===== config.mk =====
export PLATFORM = sky130hd
export DESIGN_NAME = serial_port_router_with_timeouts_flat
export DESIGN_NICKNAME = d
export VERILOG_FILES = /design/src/hdl/spr_pkg.sv /design/src/hdl/spr_ifs.sv /design/src/hdl/spr_ring.sv /design/src/hdl/serial_port_router_with_timeouts.sv /design/src/flat_wrapper.sv
export SDC_FILE = /design/constraint.sdc
export NUM_CORES = 2
export LEC_CHECK = 0
export CAP_MARGIN = 0
export CORE_AREA = 4 4 406 408
export CTS_BUF_LIST = sky130_fd_sc_hd__clkbuf_16
export DETAILED_ROUTE_END_ITERATION = 8
export DIE_AREA = 0 0 410 412
export DONT_BUFFER_PORTS = 1
export PLACE_DENSITY_LB_ADDON = 0.2
export SLEW_MARGIN = 20
export SYNTH_ARGS = -nofsm -noshare
export SYNTH_HDL_FRONTEND = slang
export SYNTH_HIERARCHICAL = 1
export SYNTH_SLANG_ARGS = --single-unit

===== constraint.sdc =====
create_clock -name clk -period 8.8 [get_ports clk]
set_input_delay 0.44 -clock clk [delete_from_list [all_inputs] [get_ports clk]]
set_output_delay 0.44 -clock clk [all_outputs]
set_load 0.01 [all_outputs]

===== src/hdl/spr_pkg.sv =====
// Types and codes of the serial port router.
// No dependencies; used by the interfaces, the ring, the top level and the checker.
package spr_pkg;

	localparam int unsigned TMR_W   = 12;
	localparam int unsigned PWM_W   = 9;
	localparam int unsigned DUTY_W  = 11;
	localparam int unsigned CFG_IW  = 3;
	localparam int unsigned CFG_DW  = 12;

	// Input kinds
	localparam logic [2:0] KIND_TICK  = 3'd0;
	localparam logic [2:0] KIND_HOST  = 3'd1;
	localparam logic [2:0] KIND_BOX   = 3'd2;
	localparam logic [2:0] KIND_CARD  = 3'd3;
	localparam logic [2:0] KIND_TXRDY = 3'd4;

	// Result ports
	localparam logic [2:0] PORT_NONE  = 3'd0;
	localparam logic [2:0] PORT_HOST  = 3'd1;
	localparam logic [2:0] PORT_BOX   = 3'd2;
	localparam logic [2:0] PORT_CARD  = 3'd3;
	localparam logic [2:0] PORT_RESET = 3'd4;

	// Host destinations
	localparam logic [7:0] DEST_CTRL  = 8'd0;
	localparam logic [7:0] DEST_RING  = 8'd1;
	localparam logic [7:0] DEST_CARD  = 8'd2;
	localparam logic [7:0] DEST_LIGHT = 8'd4;

	// Control channel commands
	localparam logic [7:0] CTRL_ECHO  = 8'd0;
	localparam logic [7:0] CTRL_RESET = 8'd1;

	// Source prefixes toward the host
	localparam logic [7:0] SRC_BOX  = 8'd1;
	localparam logic [7:0] SRC_CARD = 8'd2;

	localparam logic [7:0] BOX_DATA_LIMIT = 8'h80;

	// Register indexes
	localparam logic [CFG_IW-1:0] CFG_ROUTE_TIMEOUT = 3'd0;
	localparam logic [CFG_IW-1:0] CFG_HOLD_LONG     = 3'd1;
	localparam logic [CFG_IW-1:0] CFG_HOLD_SHORT    = 3'd2;
	localparam logic [CFG_IW-1:0] CFG_PWM_TOP       = 3'd3;
	localparam logic [CFG_IW-1:0] CFG_RAMP_STEP     = 3'd4;
	localparam logic [CFG_IW-1:0] CFG_LIGHT_SCALE   = 3'd5;

	// Register reset values
	localparam logic [TMR_W-1:0] RST_ROUTE_TIMEOUT = 12'd2500;
	localparam logic [TMR_W-1:0] RST_HOLD_LONG     = 12'd2500;
	localparam logic [TMR_W-1:0] RST_HOLD_SHORT    = 12'd250;
	localparam logic [PWM_W-1:0] RST_PWM_TOP       = 9'd499;
	localparam logic [4:0]       RST_RAMP_STEP     = 5'd5;
	localparam logic [2:0]       RST_LIGHT_SCALE   = 3'd5;

	typedef struct packed {
		logic       push;
		logic       pop;
		logic [7:0] wdata;
	} spr_ring_ctl_t;

	typedef struct packed {
		logic       full;
		logic       empty;
		logic [7:0] rdata;
	} spr_ring_sts_t;

endpackage


===== src/hdl/spr_ifs.sv =====
// Valid/ready channel interfaces of the router: input items, results, register writes.
// Depends on spr_pkg for field widths.
interface spr_item_if import spr_pkg::*; ();
	logic       valid;
	logic       ready;
	logic [2:0] kind;
	logic [7:0] data;
	modport source (output valid, kind, data, input ready);
	modport sink (input valid, kind, data, output ready);
endinterface

interface spr_result_if import spr_pkg::*; ();
	logic       valid;
	logic       ready;
	logic [2:0] port;
	logic [7:0] byte_out;
	logic       light_on;
	logic       bus_drive;
	logic       last;
	modport source (output valid, port, byte_out, light_on, bus_drive, last, input ready);
	modport sink (input valid, port, byte_out, light_on, bus_drive, last, output ready);
endinterface

interface spr_cfg_if import spr_pkg::*; ();
	logic              valid;
	logic              ready;
	logic [CFG_IW-1:0] index;
	logic [CFG_DW-1:0] wdata;
	modport source (output valid, index, wdata, input ready);
	modport sink (input valid, index, wdata, output ready);
endinterface


===== src/hdl/spr_ring.sv =====
// Transmit ring toward the box driver: byte memory with registered read.
// Depends on spr_pkg for the control and status structs.
module spr_ring import spr_pkg::*; #(
	parameter int unsigned RING_DEPTH = 256
) (
	input  logic          clk,
	input  logic          arst_n,
	input  spr_ring_ctl_t ctl,
	output spr_ring_sts_t sts
);

	localparam int unsigned AW = $clog2(RING_DEPTH);
	localparam logic [AW-1:0] LAST_IDX = AW'(RING_DEPTH - 1);

	logic [7:0]    ring_mem_q [RING_DEPTH];
	logic [7:0]    rdata_q;
	logic [AW-1:0] rd_ptr_q, wr_ptr_q;
	logic [AW-1:0] rd_nxt, wr_nxt;

	assign rd_nxt = (rd_ptr_q == LAST_IDX) ? '0 : rd_ptr_q + 1'b1;
	assign wr_nxt = (wr_ptr_q == LAST_IDX) ? '0 : wr_ptr_q + 1'b1;

	assign sts.full  = (wr_nxt == rd_ptr_q);
	assign sts.empty = (wr_ptr_q == rd_ptr_q);
	assign sts.rdata = rdata_q;

	// A pop never reads the entry being pushed: the ring is nonempty then.
	always_ff @(posedge clk) begin
		if (ctl.push) begin
			ring_mem_q[wr_ptr_q] <= ctl.wdata;
		end
		if (ctl.pop) begin
			rdata_q <= ring_mem_q[rd_ptr_q];
		end
	end

	always_ff @(posedge clk or negedge arst_n) begin
		if (!arst_n) begin
			rd_ptr_q <= '0;
			wr_ptr_q <= '0;
		end else begin
			if (ctl.push) begin
				wr_ptr_q <= wr_nxt;
			end
			if (ctl.pop) begin
				rd_ptr_q <= rd_nxt;
			end
		end
	end

endmodule


===== src/hdl/serial_port_router_with_timeouts.sv =====
// Top level of the serial port router with timeouts.
// Depends on spr_pkg, the channel interfaces in spr_ifs.sv and spr_ring.
//
// Channels: item (kind, data) in, result (port, byte_out, light_on, bus_drive,
// last) out, cfg (index, wdata) register writes; all valid/ready, a beat moves
// at a clock edge with valid and ready high. cfg is always ready.
// Every item gives one result, or two when a device byte needs a source prefix;
// the last one carries last = 1.
// Latency: the first result of an item is valid the cycle after its beat.
// Throughput: one item per cycle while result ready is high and each gives one
// result; a prefix beat stalls items; set by the single result register.
// Ring bytes come from a memory with a registered read, issued in the
// cycle the transmitter-ready item is taken.
// Reset: registers return to their defaults, timers, PWM and ring pointers to
// zero; ring memory contents are left as they are and are never read unwritten.
// Stall: a result held by a low result ready keeps its payload; item ready
// stays low until the last result of the pending item is taken.
module serial_port_router_with_timeouts import spr_pkg::*; #(
	parameter int unsigned RING_DEPTH = 256
) (
	input  logic            clk,
	input  logic            arst_n,
	spr_item_if.sink        item,
	spr_result_if.source    result,
	spr_cfg_if.sink         cfg
);

	// Registers
	logic [TMR_W-1:0] route_to_q, hold_long_q, hold_short_q;
	logic [PWM_W-1:0] pwm_top_q;
	logic [4:0]       ramp_step_q;
	logic [2:0]       light_scale_q;

	// Router state
	logic [7:0]        dest_q;
	logic [TMR_W-1:0]  sel_tmr_q, src_tmr_q, drv_tmr_q;
	logic              drv_flag_q;
	logic [PWM_W-1:0]  pwm_cnt_q;
	logic [DUTY_W-1:0] duty_now_q, duty_tgt_q;

	logic [7:0]        dest_d;
	logic [TMR_W-1:0]  sel_tmr_d, src_tmr_d, drv_tmr_d;
	logic              drv_flag_d;
	logic [PWM_W-1:0]  pwm_cnt_d;
	logic [DUTY_W-1:0] duty_now_d, duty_tgt_d;

	// Result register
	logic       res_vld_s1, two_s1, mem_s1, light_s1, drive_s1;
	logic [2:0] port_s1;
	logic [7:0] byte_s1, pfx_s1;

	logic       two_d, mem_d;
	logic [2:0] port_d;
	logic [7:0] byte_d, pfx_d;

	logic [PWM_W:0]    pwm_inc;
	logic [DUTY_W:0]   duty_up;
	logic [DUTY_W-1:0] duty_diff;

	spr_ring_ctl_t ring_ctl;
	spr_ring_sts_t ring_sts;

	logic acc, res_take;

	assign acc      = item.valid && item.ready;
	assign res_take = result.valid && result.ready;

	assign item.ready = !res_vld_s1 || (result.ready && !two_s1);
	assign cfg.ready  = 1'b1;

	always_ff @(posedge clk or negedge arst_n) begin
		if (!arst_n) begin
			route_to_q    <= RST_ROUTE_TIMEOUT;
			hold_long_q   <= RST_HOLD_LONG;
			hold_short_q  <= RST_HOLD_SHORT;
			pwm_top_q     <= RST_PWM_TOP;
			ramp_step_q   <= RST_RAMP_STEP;
			light_scale_q <= RST_LIGHT_SCALE;
		end else if (cfg.valid && cfg.ready) begin
			unique case (cfg.index)
				CFG_ROUTE_TIMEOUT: route_to_q    <= cfg.wdata;
				CFG_HOLD_LONG:     hold_long_q   <= cfg.wdata;
				CFG_HOLD_SHORT:    hold_short_q  <= cfg.wdata;
				CFG_PWM_TOP:       pwm_top_q     <= cfg.wdata[PWM_W-1:0];
				CFG_RAMP_STEP:     ramp_step_q   <= cfg.wdata[4:0];
				CFG_LIGHT_SCALE:   light_scale_q <= cfg.wdata[2:0];
				default: begin
				end
			endcase
		end
	end

	assign pwm_inc   = {1'b0, pwm_cnt_q} + 1'b1;
	assign duty_up   = {1'b0, duty_now_q} + (DUTY_W + 1)'(ramp_step_q);
	assign duty_diff = duty_now_q - duty_tgt_q;

	always_comb begin
		dest_d     = dest_q;
		sel_tmr_d  = sel_tmr_q;
		src_tmr_d  = src_tmr_q;
		drv_tmr_d  = drv_tmr_q;
		drv_flag_d = drv_flag_q;
		pwm_cnt_d  = pwm_cnt_q;
		duty_now_d = duty_now_q;
		duty_tgt_d = duty_tgt_q;
		two_d      = 1'b0;
		mem_d      = 1'b0;
		port_d     = PORT_NONE;
		byte_d     = 8'd0;
		pfx_d      = SRC_BOX;
		ring_ctl   = '{push: 1'b0, pop: 1'b0, wdata: item.data};

		case (item.kind)
			KIND_TICK: begin
				if (src_tmr_q != '0) src_tmr_d = src_tmr_q - 1'b1;
				if (sel_tmr_q != '0) sel_tmr_d = sel_tmr_q - 1'b1;
				if (drv_tmr_q != '0) drv_tmr_d = drv_tmr_q - 1'b1;
				else drv_flag_d = 1'b0;
				if (pwm_inc > {1'b0, pwm_top_q}) begin
					pwm_cnt_d = '0;
					// Step the duty toward its target without overshoot.
					if (duty_now_q < duty_tgt_q) begin
						if (duty_up > {1'b0, duty_tgt_q}) duty_now_d = duty_tgt_q;
						else duty_now_d = duty_up[DUTY_W-1:0];
					end else if (duty_now_q > duty_tgt_q) begin
						if (duty_diff <= DUTY_W'(ramp_step_q)) duty_now_d = duty_tgt_q;
						else duty_now_d = duty_now_q - DUTY_W'(ramp_step_q);
					end
				end else begin
					pwm_cnt_d = pwm_inc[PWM_W-1:0];
				end
			end
			KIND_HOST: begin
				if (sel_tmr_q == '0) begin
					sel_tmr_d = route_to_q;
					dest_d    = item.data;
				end else begin
					case (dest_q)
						DEST_CTRL: begin
							if (item.data == CTRL_ECHO) begin
								port_d = PORT_HOST;
							end else if (item.data == CTRL_RESET) begin
								port_d = PORT_RESET;
							end
						end
						DEST_RING: begin
							drv_flag_d    = 1'b1;
							drv_tmr_d     = hold_long_q;
							ring_ctl.push = !ring_sts.full;
						end
						DEST_CARD: begin
							port_d = PORT_CARD;
							byte_d = item.data;
						end
						DEST_LIGHT: begin
							duty_tgt_d = DUTY_W'(item.data) * DUTY_W'(light_scale_q);
						end
						default: begin
						end
					endcase
				end
			end
			KIND_BOX, KIND_CARD: begin
				// Drop high box bytes and box bytes heard while the drive hold timer runs.
				if (item.kind == KIND_CARD ||
				    (item.data < BOX_DATA_LIMIT && drv_tmr_q == '0)) begin
					port_d = PORT_HOST;
					byte_d = item.data;
					pfx_d  = (item.kind == KIND_CARD) ? SRC_CARD : SRC_BOX;
					if (src_tmr_q == '0) begin
						src_tmr_d = route_to_q;
						two_d     = 1'b1;
					end
				end
			end
			KIND_TXRDY: begin
				if (!ring_sts.empty) begin
					ring_ctl.pop = 1'b1;
					port_d       = PORT_BOX;
					mem_d        = 1'b1;
					drv_tmr_d    = hold_short_q;
				end
			end
			default: begin
			end
		endcase

		if (!acc) begin
			ring_ctl.push = 1'b0;
			ring_ctl.pop  = 1'b0;
		end
	end

	always_ff @(posedge clk or negedge arst_n) begin
		if (!arst_n) begin
			dest_q     <= '0;
			sel_tmr_q  <= '0;
			src_tmr_q  <= '0;
			drv_tmr_q  <= '0;
			drv_flag_q <= 1'b0;
			pwm_cnt_q  <= '0;
			duty_now_q <= '0;
			duty_tgt_q <= '0;
			res_vld_s1 <= 1'b0;
			two_s1     <= 1'b0;
		end else begin
			if (acc) begin
				dest_q     <= dest_d;
				sel_tmr_q  <= sel_tmr_d;
				src_tmr_q  <= src_tmr_d;
				drv_tmr_q  <= drv_tmr_d;
				drv_flag_q <= drv_flag_d;
				pwm_cnt_q  <= pwm_cnt_d;
				duty_now_q <= duty_now_d;
				duty_tgt_q <= duty_tgt_d;
				res_vld_s1 <= 1'b1;
				two_s1     <= two_d;
			end else if (res_take) begin
				// Drop the prefix beat first, then the whole result.
				if (two_s1) two_s1 <= 1'b0;
				else res_vld_s1 <= 1'b0;
			end
		end
	end

	always_ff @(posedge clk) begin
		if (acc) begin
			port_s1  <= port_d;
			byte_s1  <= byte_d;
			pfx_s1   <= pfx_d;
			mem_s1   <= mem_d;
			light_s1 <= (DUTY_W'(pwm_cnt_d) < duty_now_d);
			drive_s1 <= drv_flag_d;
		end
	end

	assign result.valid     = res_vld_s1;
	assign result.port      = two_s1 ? PORT_HOST : port_s1;
	assign result.byte_out  = two_s1 ? pfx_s1 : (mem_s1 ? ring_sts.rdata : byte_s1);
	assign result.light_on  = light_s1;
	assign result.bus_drive = drive_s1;
	assign result.last      = !two_s1;

	spr_ring #(
		.RING_DEPTH(RING_DEPTH)
	) u_ring (
		.clk   (clk),
		.arst_n(arst_n),
		.ctl   (ring_ctl),
		.sts   (ring_sts)
	);

endmodule


===== src/flat_wrapper.sv =====
// flat-port wrapper written by rule: the top's interface ports become plain ports
module serial_port_router_with_timeouts_flat import spr_pkg::*;
#(
	parameter int unsigned RING_DEPTH = 256
)
  (clk, arst_n, item_valid, item_kind, item_data, item_ready, result_valid, result_port, result_byte_out, result_light_on, result_bus_drive, result_last, result_ready, cfg_valid, cfg_index, cfg_wdata, cfg_ready);
  spr_item_if item_i ();
  spr_result_if result_i ();
  spr_cfg_if cfg_i ();
  input  logic clk;
  input  logic arst_n;
  input wire logic [$bits(item_i.valid)-1:0] item_valid;
  input wire logic [$bits(item_i.kind)-1:0] item_kind;
  input wire logic [$bits(item_i.data)-1:0] item_data;
  output wire logic [$bits(item_i.ready)-1:0] item_ready;
  output wire logic [$bits(result_i.valid)-1:0] result_valid;
  output wire logic [$bits(result_i.port)-1:0] result_port;
  output wire logic [$bits(result_i.byte_out)-1:0] result_byte_out;
  output wire logic [$bits(result_i.light_on)-1:0] result_light_on;
  output wire logic [$bits(result_i.bus_drive)-1:0] result_bus_drive;
  output wire logic [$bits(result_i.last)-1:0] result_last;
  input wire logic [$bits(result_i.ready)-1:0] result_ready;
  input wire logic [$bits(cfg_i.valid)-1:0] cfg_valid;
  input wire logic [$bits(cfg_i.index)-1:0] cfg_index;
  input wire logic [$bits(cfg_i.wdata)-1:0] cfg_wdata;
  output wire logic [$bits(cfg_i.ready)-1:0] cfg_ready;
  assign item_i.valid = item_valid;
  assign item_i.kind = item_kind;
  assign item_i.data = item_data;
  assign item_ready = item_i.ready;
  assign result_valid = result_i.valid;
  assign result_port = result_i.port;
  assign result_byte_out = result_i.byte_out;
  assign result_light_on = result_i.light_on;
  assign result_bus_drive = result_i.bus_drive;
  assign result_last = result_i.last;
  assign result_i.ready = result_ready;
  assign cfg_i.valid = cfg_valid;
  assign cfg_i.index = cfg_index;
  assign cfg_i.wdata = cfg_wdata;
  assign cfg_ready = cfg_i.ready;
  serial_port_router_with_timeouts #(.RING_DEPTH(RING_DEPTH)) u_core (.clk(clk), .arst_n(arst_n), .item(item_i), .result(result_i), .cfg(cfg_i));
endmodule

== After elaboration in Yosys (flattened, before gate mapping) ==
Memory sizes are Yosys's and may differ from the RTL's. A register that Yosys moved wholly into a read port is not among the register bits.
Cells that the tools add are included.

* Register bits after elaboration: 169
* Bits in writable memories: 2048
* Input bits: 31
* Output and inout bits: 17
* Word-level logic and storage cells: 164
* Memories kept: 1

{| class="wikitable"
|+ Memory list
! memory !! depth !! width !! rd ports !! clocked after memory_dff !! write ports !! RTL line !! text
|-
| u_core.u_ring.ring_mem_q || 256 || 8 || 1 || 1 || 1 || spr_ring.sv:15 || <nowiki>logic [7:0] ring_mem_q [RING_DEPTH];</nowiki>
|}

* Add/sub/neg operators: 9
* Multiply operators: 1
* Order comparisons: 7
* Equal/unequal tests: 27
* Muxes and demuxes: 57
* Bitwise operators: 1
* Reduce and logical (&&, ||, !) cells: 37

{| class="wikitable"
|+ Operators with widths
! cell !! count
|-
| $mux W12 || 9
|-
| $mux W11 || 6
|-
| $mux W8 || 7
|-
| $pmux W12 S2 || 2
|-
| $logic_not A12 Y1 || 3
|-
| $pmux W12 S3 || 1
|-
| $reduce_bool A12 Y1 || 3
|-
| $sub A12 B1 Y12 const B || 3
|-
| $mux W1 || 19
|-
| $mux W9 || 2
|-
| $add A8 B1 Y8 const B || 2
|-
| $eq A8 B1 Y1 const B || 2
|-
| $eq A8 B8 Y1 || 2
|-
| $eq A8 B8 Y1 const B || 2
|-
| $logic_not A8 Y1 || 2
|-
| $pmux W8 S2 || 1
|-
| $reduce_and A2 Y1 || 8
|-
| $add A11 B5 Y12 || 1
|-
| $eq A3 B2 Y1 const B || 4
|-
| $gt A12 B11 Y1 || 1
|-
| $mux W3 || 4
|-
| $ne A2 B1 Y1 const B || 6
|-
| $gt A11 B11 Y1 || 1
|-
| $le A11 B5 Y1 || 1
|-
| other kinds (29) || 47
|}

== Longest topological paths before layout ==
* Depth after elaboration: 10
* Gate-level depth with buffers: 27
* Gate-level depth less buffers: 26

== Modules after synthesis ==
Netlist, hierarchy kept.

{| class="wikitable"
|+ By module, submodules not included
! module !! instances !! cells an instance !! area each (um^2) !! seq. area each (um^2)
|-
| spr_ring || 1 || 3876 || 81130.3 || 62139.6
|-
| serial_port_router_with_timeouts || 1 || 1099 || 10105.9 || 3792.4
|}

== Worst setup path after synthesis ==
OpenSTA, ideal clock, no wires.

* Path type: reg-to-reg
* Start point: reg u_core.ramp_step_q[0]
* End point: reg u_core.light_s1, in the netlist u_core/result.light_on, data pin
* Library setup time: 140 ps
* Data arrival time: 4949 ps
* Required time: 8660 ps
* Slack: 3711 ps
* Stages on the path, launching flop included: 27
* Path buffers: 1
* Clock period less this slack: 5089 ps
* Cells stage by stage: dfstp_2 ha_1 fa_1 nor2b_1 o21bai_1 a21oi_1 and3_1 xor2_1 ha_1 nand4_1 nor2_1 o21ai_0 a311oi_1 clkbuf_1 nor3_1 o31ai_1 a21oi_1 a21o_1 ha_1 a21o_1 a21o_1 a21o_1 a21o_1 a21oi_1 o211a_1 o211ai_1 nand4_1

* Longest elaborated chain between the ends: 7
* Elaborated cells on any way between the ends: 11
* Those cells by class: 2 x add/sub; 3 x order compare; 6 x mux

{| class="wikitable"
|+ RTL lines
! element !! RTL line !! text
|-
| from (decl) || serial_port_router_with_timeouts.sv:31 || <nowiki>logic [4:0] ramp_step_q;</nowiki>
|-
| from (signal assigned) || serial_port_router_with_timeouts.sv:85 || <nowiki>CFG_RAMP_STEP: ramp_step_q <= cfg.wdata[4:0];</nowiki>
|-
| $add A11 B5 Y12 (tied with other cells) || serial_port_router_with_timeouts.sv:94 || <nowiki>assign duty_up = {1'b0, duty_now_q} + (DUTY_W + 1)'(ramp_step_q);</nowiki>
|-
| $gt A12 B11 Y1 / $mux W11 (equally long branches) || serial_port_router_with_timeouts.sv:123, serial_port_router_with_timeouts.sv:126 ||
|-
| $mux W11 (on tied branches) || serial_port_router_with_timeouts.sv:123, serial_port_router_with_timeouts.sv:125 ||
|-
| $mux W11 (*) || serial_port_router_with_timeouts.sv:122 || <nowiki>if (duty_now_q < duty_tgt_q) begin</nowiki>
|-
| $mux W11 (*) || serial_port_router_with_timeouts.sv:119 || <nowiki>if (pwm_inc > {1'b0, pwm_top_q}) begin</nowiki>
|-
| $mux W11 (*) || serial_port_router_with_timeouts.sv:113 || <nowiki>case (item.kind)</nowiki>
|-
| $lt A9 B11 Y1 (*) || serial_port_router_with_timeouts.sv:232 || <nowiki>light_s1 <= (DUTY_W'(pwm_cnt_d) < duty_now_d);</nowiki>
|-
| to (signal assigned) || serial_port_router_with_timeouts.sv:232 ||
|-
| to (decl) || serial_port_router_with_timeouts.sv:48 || <nowiki>logic res_vld_s1, two_s1, mem_s1, light_s1, drive_s1;</nowiki>
|}

Mark *: on every way between the ends. The rest lies on a longest branch, timed or not.
A chain may end at the register's enable or synchronous reset.

==> impl_metrics.yaml <==
logic_synthesis:
  synth-seq-cells: 2219
  synth_area_sq_um: 91200
  ys.flop_type: "edfxtp_1"
  ys_types: 95
  yosysWarnings: 6
  avgSynthCellArea_sq_um: 18.3
  synthCells: 4975
  synth-async-reset-ratio: 0.0662
  synth_edf_count: 2072
  syn_nets: 5089
  synth_seq_area_share: 0.723
flow_run:
  drv_cap: 0
critical_path:
  start_kind: "flip-flop"
  worstPathArrival_ns: 6.73
  cp_num_buf_inv: 1
  path_cells: "and2_1 > nand3_1 > nor2_1 > nor2_1 > xnor2_1 > nor4_1 > nor3b_2 > nand3_1 > buf_4 > nor2_1"
  critPathMaxStageDelay_ns: 1.21
  crit_fanout: 18
  cpMostUsedCell: "nor2_1"
  critPathRequiredTime_ns: 9.24
  end_kind: "flip-flop"
  cp_top_family: "simple AND/OR/NAND/NOR gates"
  crit_type: "reg -> reg"
  cp_slowest_cell: "nand3_1"
sta:
  final.period_utilization: 0.716
  setup-tns-final_ns: 0
  rsz0062_at_grt: "false"
  finalHoldViolations: 0
  fin_skew_ns: 0.0810
  worst_slack_ns: 2.50
  setup_viol: 0
  slew_headroom: 0.0637
  worstMarginPinSlew_ns: 1.39
  min_period_ns: 6.30
  holdWs_ns: 0.0106
  drv_slew: 0
  fmax_mhz: 159
final_layout:
  ff_latch_area_sq_um: 65900
  fillers: 11300
  drive_above_1_share: 0.182
  multi_input_area_sq_um: 23400
  areaGrowthSynthToFinish_pct: 10.0
  layout.nets: 5146
  final_util: 0.621
detailed_routing:
  drt_pass1_iterations: 6
  drc_errors: 0
  ant_nets: 0
  drt_iter0_drc: 7151
  routed_wl_microns: 242000
  wire_per_inst_microns: 32.7
  num_vias: 49900
  drt-vias-per-instance: 6.75
status:
  status: "finished clean"
floorplanning:
  ioPinCount: 48
  dieArea_sq_um: 169000
  dieWidth_microns: 410
  row_count: 148
  die_h_microns: 412
  start_util: 0.564
  core_sq_um: 162000
global_routing:
  grtUsageTotal: 0.286
  antenna_found_initial: 9
  grt_pass1_wl_microns: 347000
  grt.overflow.total: 0
  grt_max_degree: 260
  grt_pass1_vias: 47900
place:
  portBuffers: 0
  dp_slack_ns: 2.92
  dp_hpwl_microns: 137000
  place_congestion: 0.892
clock_tree:
  postCtsSetupRepairBufs: 0
  clockRootBuffer: "clkbuf_16"
  cts_tree: "done"
  cts_buffers: 214
  cts_buffer_depth: 3
  clkSinkCount: 2219
  postCtsResizedCells: 0
  cts_max_level: 4
  clkTransAtPathRegs_ns: 0.07
  clk_latency_ns: 0.87
pwr:
  leakage_nw: 32.3
  swShare: 0.299
  peakVddDrop_mv: 0.221
  intPower_mw: 19.0
  power.clock.fraction: 0.318
  combPwrFrac: 0.239
  total_power_mw: 27.2
  powerDensity_nw_per_um2: 271
  p_seq_frac: 0.443
  power.switching_mw: 8.13
hold_path:
  hold_path.class: "in -> reg"
## final cells by class
type	instances	share of cell area
clock inverter	173	0.0120
inverter	67	0.00256
tap	2175	0.0271
multi-input combinational	2400	0.233
sequential	2219	0.657
clock buffer	215	0.0536
antenna	15	0.000374
timing repair buffer	130	0.0145
## registers in the layout (all words and copies together), names as in the netlist, 8 cells and up
name and cells:
u_core/byte_s1 8, u_core/pwm_cnt_q 9, u_core/u_ring/rdata_q 8, u_core/duty_tgt_q 11, u_core/u_ring/ring_mem_q 2048, u_core/pwm_top_q 9, u_core/dest_q 8, u_core/hold_short_q 12
u_core/u_ring/wr_ptr_q 8, u_core/hold_long_q 12, u_core/duty_now_q 11, u_core/route_to_q 12, u_core/drv_tmr_q 12, u_core/sel_tmr_q 12, u_core/u_ring/rd_ptr_q 8, u_core/src_tmr_q 12
## layer usage
layer | track usage | vias to the layer above | part of all wire
li1 | - | 20300 | -
met4 | 0.0876 | 10 | 0.031
met1 | 0.424 | 26200 | 0.40
met5 | 0 | - | 0.0011
met2 | 0.427 | 2934 | 0.46
met3 | 0.0692 | 421 | 0.11
## placed cells by master, fill, tap and decap left out, types with 112 or more instances in the layout
| cell type | instances |
|---|---|
| nor2_1 | 373 |
| clkbuf_16 | 215 |
| a21oi_1 | 124 |
| mux4_2 | 414 |
| inv_1 | 112 |
| nand2_1 | 180 |
| mux2i_1 | 223 |
| o21ai_0 | 169 |
| edfxtp_1 | 2072 |
| dfrtp_1 | 115 |
## metrics by stage
| step | std cells | area [sq um] |
|---|---|---|
| floorplan | 4975 | 91200 |
| global placement | 6944 | 93000 |
| detailed placement | 6944 | 93000 |
| CTS | 7372 | 100000 |
| global route | 7379 | 100000 |
| finish | 7394 | 100000 |
## worst paths after layout
path,startpoint,end,slack [ns],cells past startpoint
max in group asynchronous,arst_n,u_core/u_ring/rd_ptr_q[2],7.74,2
min in group asynchronous,arst_n,u_core/ramp_step_q[4],0.26,2
setup / recovery,u_core/u_ring/wr_ptr_q[4],u_core/u_ring/ring_mem_q[249][5],2.50,10
setup reg to reg,u_core/u_ring/wr_ptr_q[4],u_core/u_ring/ring_mem_q[249][5],2.50,10
hold / removal,item_data[1],u_core/u_ring/ring_mem_q[126][1],0.01,1
hold reg to reg,u_core/drv_flag_q,u_core/drv_flag_q,0.48,2
## what timing repair did
item                                     CTS  global route
hold buffers                              40             1
hold endpoints to repair                2273             2
endpoints found under the setup margin     0             0
## worst register-to-register path, stage by stage, from the launching register on
cell and delay (ns):
dfrtp_1 0.52, and2_1 0.33, nand3_1 0.78, nor2_1 0.60, nor2_1 0.12, xnor2_1 0.15
nor4_1 0.10, nor3b_2 0.79, nand3_1 1.22, buf_4 0.62, nor2_1 0.64
## Yosys cell counts, types with 14 or more instances
cell,count,share of area
dfstp_2,27,0.0078
buf_6,27,0.0033
nand4_1,15,0.0010
buf_2,77,0.0042
buf_4,32,0.0026
mux4_2,414,0.10
o31ai_1,17,0.0014
o211ai_1,14,0.0012
a22oi_1,111,0.0091
clkbuf_1,125,0.0051
a22o_1,21,0.0020
xnor2_1,42,0.0040
xor2_1,16,0.0015
o21ai_0,169,0.0093
a21o_1,15,0.0012
nand3_1,53,0.0029
inv_1,62,0.0026
o221ai_1,19,0.0018
a21oi_1,124,0.0068
nand2b_1,18,0.0012
mux4_1,36,0.010
nor3_1,47,0.0026
nor2b_1,25,0.0017
edfxtp_1,2072,0.68
mux2_2,72,0.0089
mux2i_1,223,0.024
o22ai_1,30,0.0021
nor2_1,376,0.015
and2_1,27,0.0019
dfrtp_1,120,0.033
a211oi_1,26,0.0021
ha_1,73,0.010
nand2_1,181,0.0074
a221oi_1,45,0.0043
nor4_1,15,0.0010
## cell families after synthesis
group,after synthesis,synth area share
other cells,1,0.0000411
compound gates,685,0.0503
simple gates,828,0.0410
mux,745,0.146
buf+inv,356,0.0223
flops,2219,0.723
fa+ha+maj,83,0.0122
xor+xnor,58,0.00557
## power by group through the flow
stage,clock [mW],combinational [mW],sequential [mW]
after floorplan,0,4.48,12.1
final,8.63,6.51,12.0
after CTS,8.75,6.41,12.0
after global placement,0,6.15,12.2
after global routing,9.21,6.85,12.1
after detailed placement,0,6.17,12.2
Power figures use the tool's default switching activity.
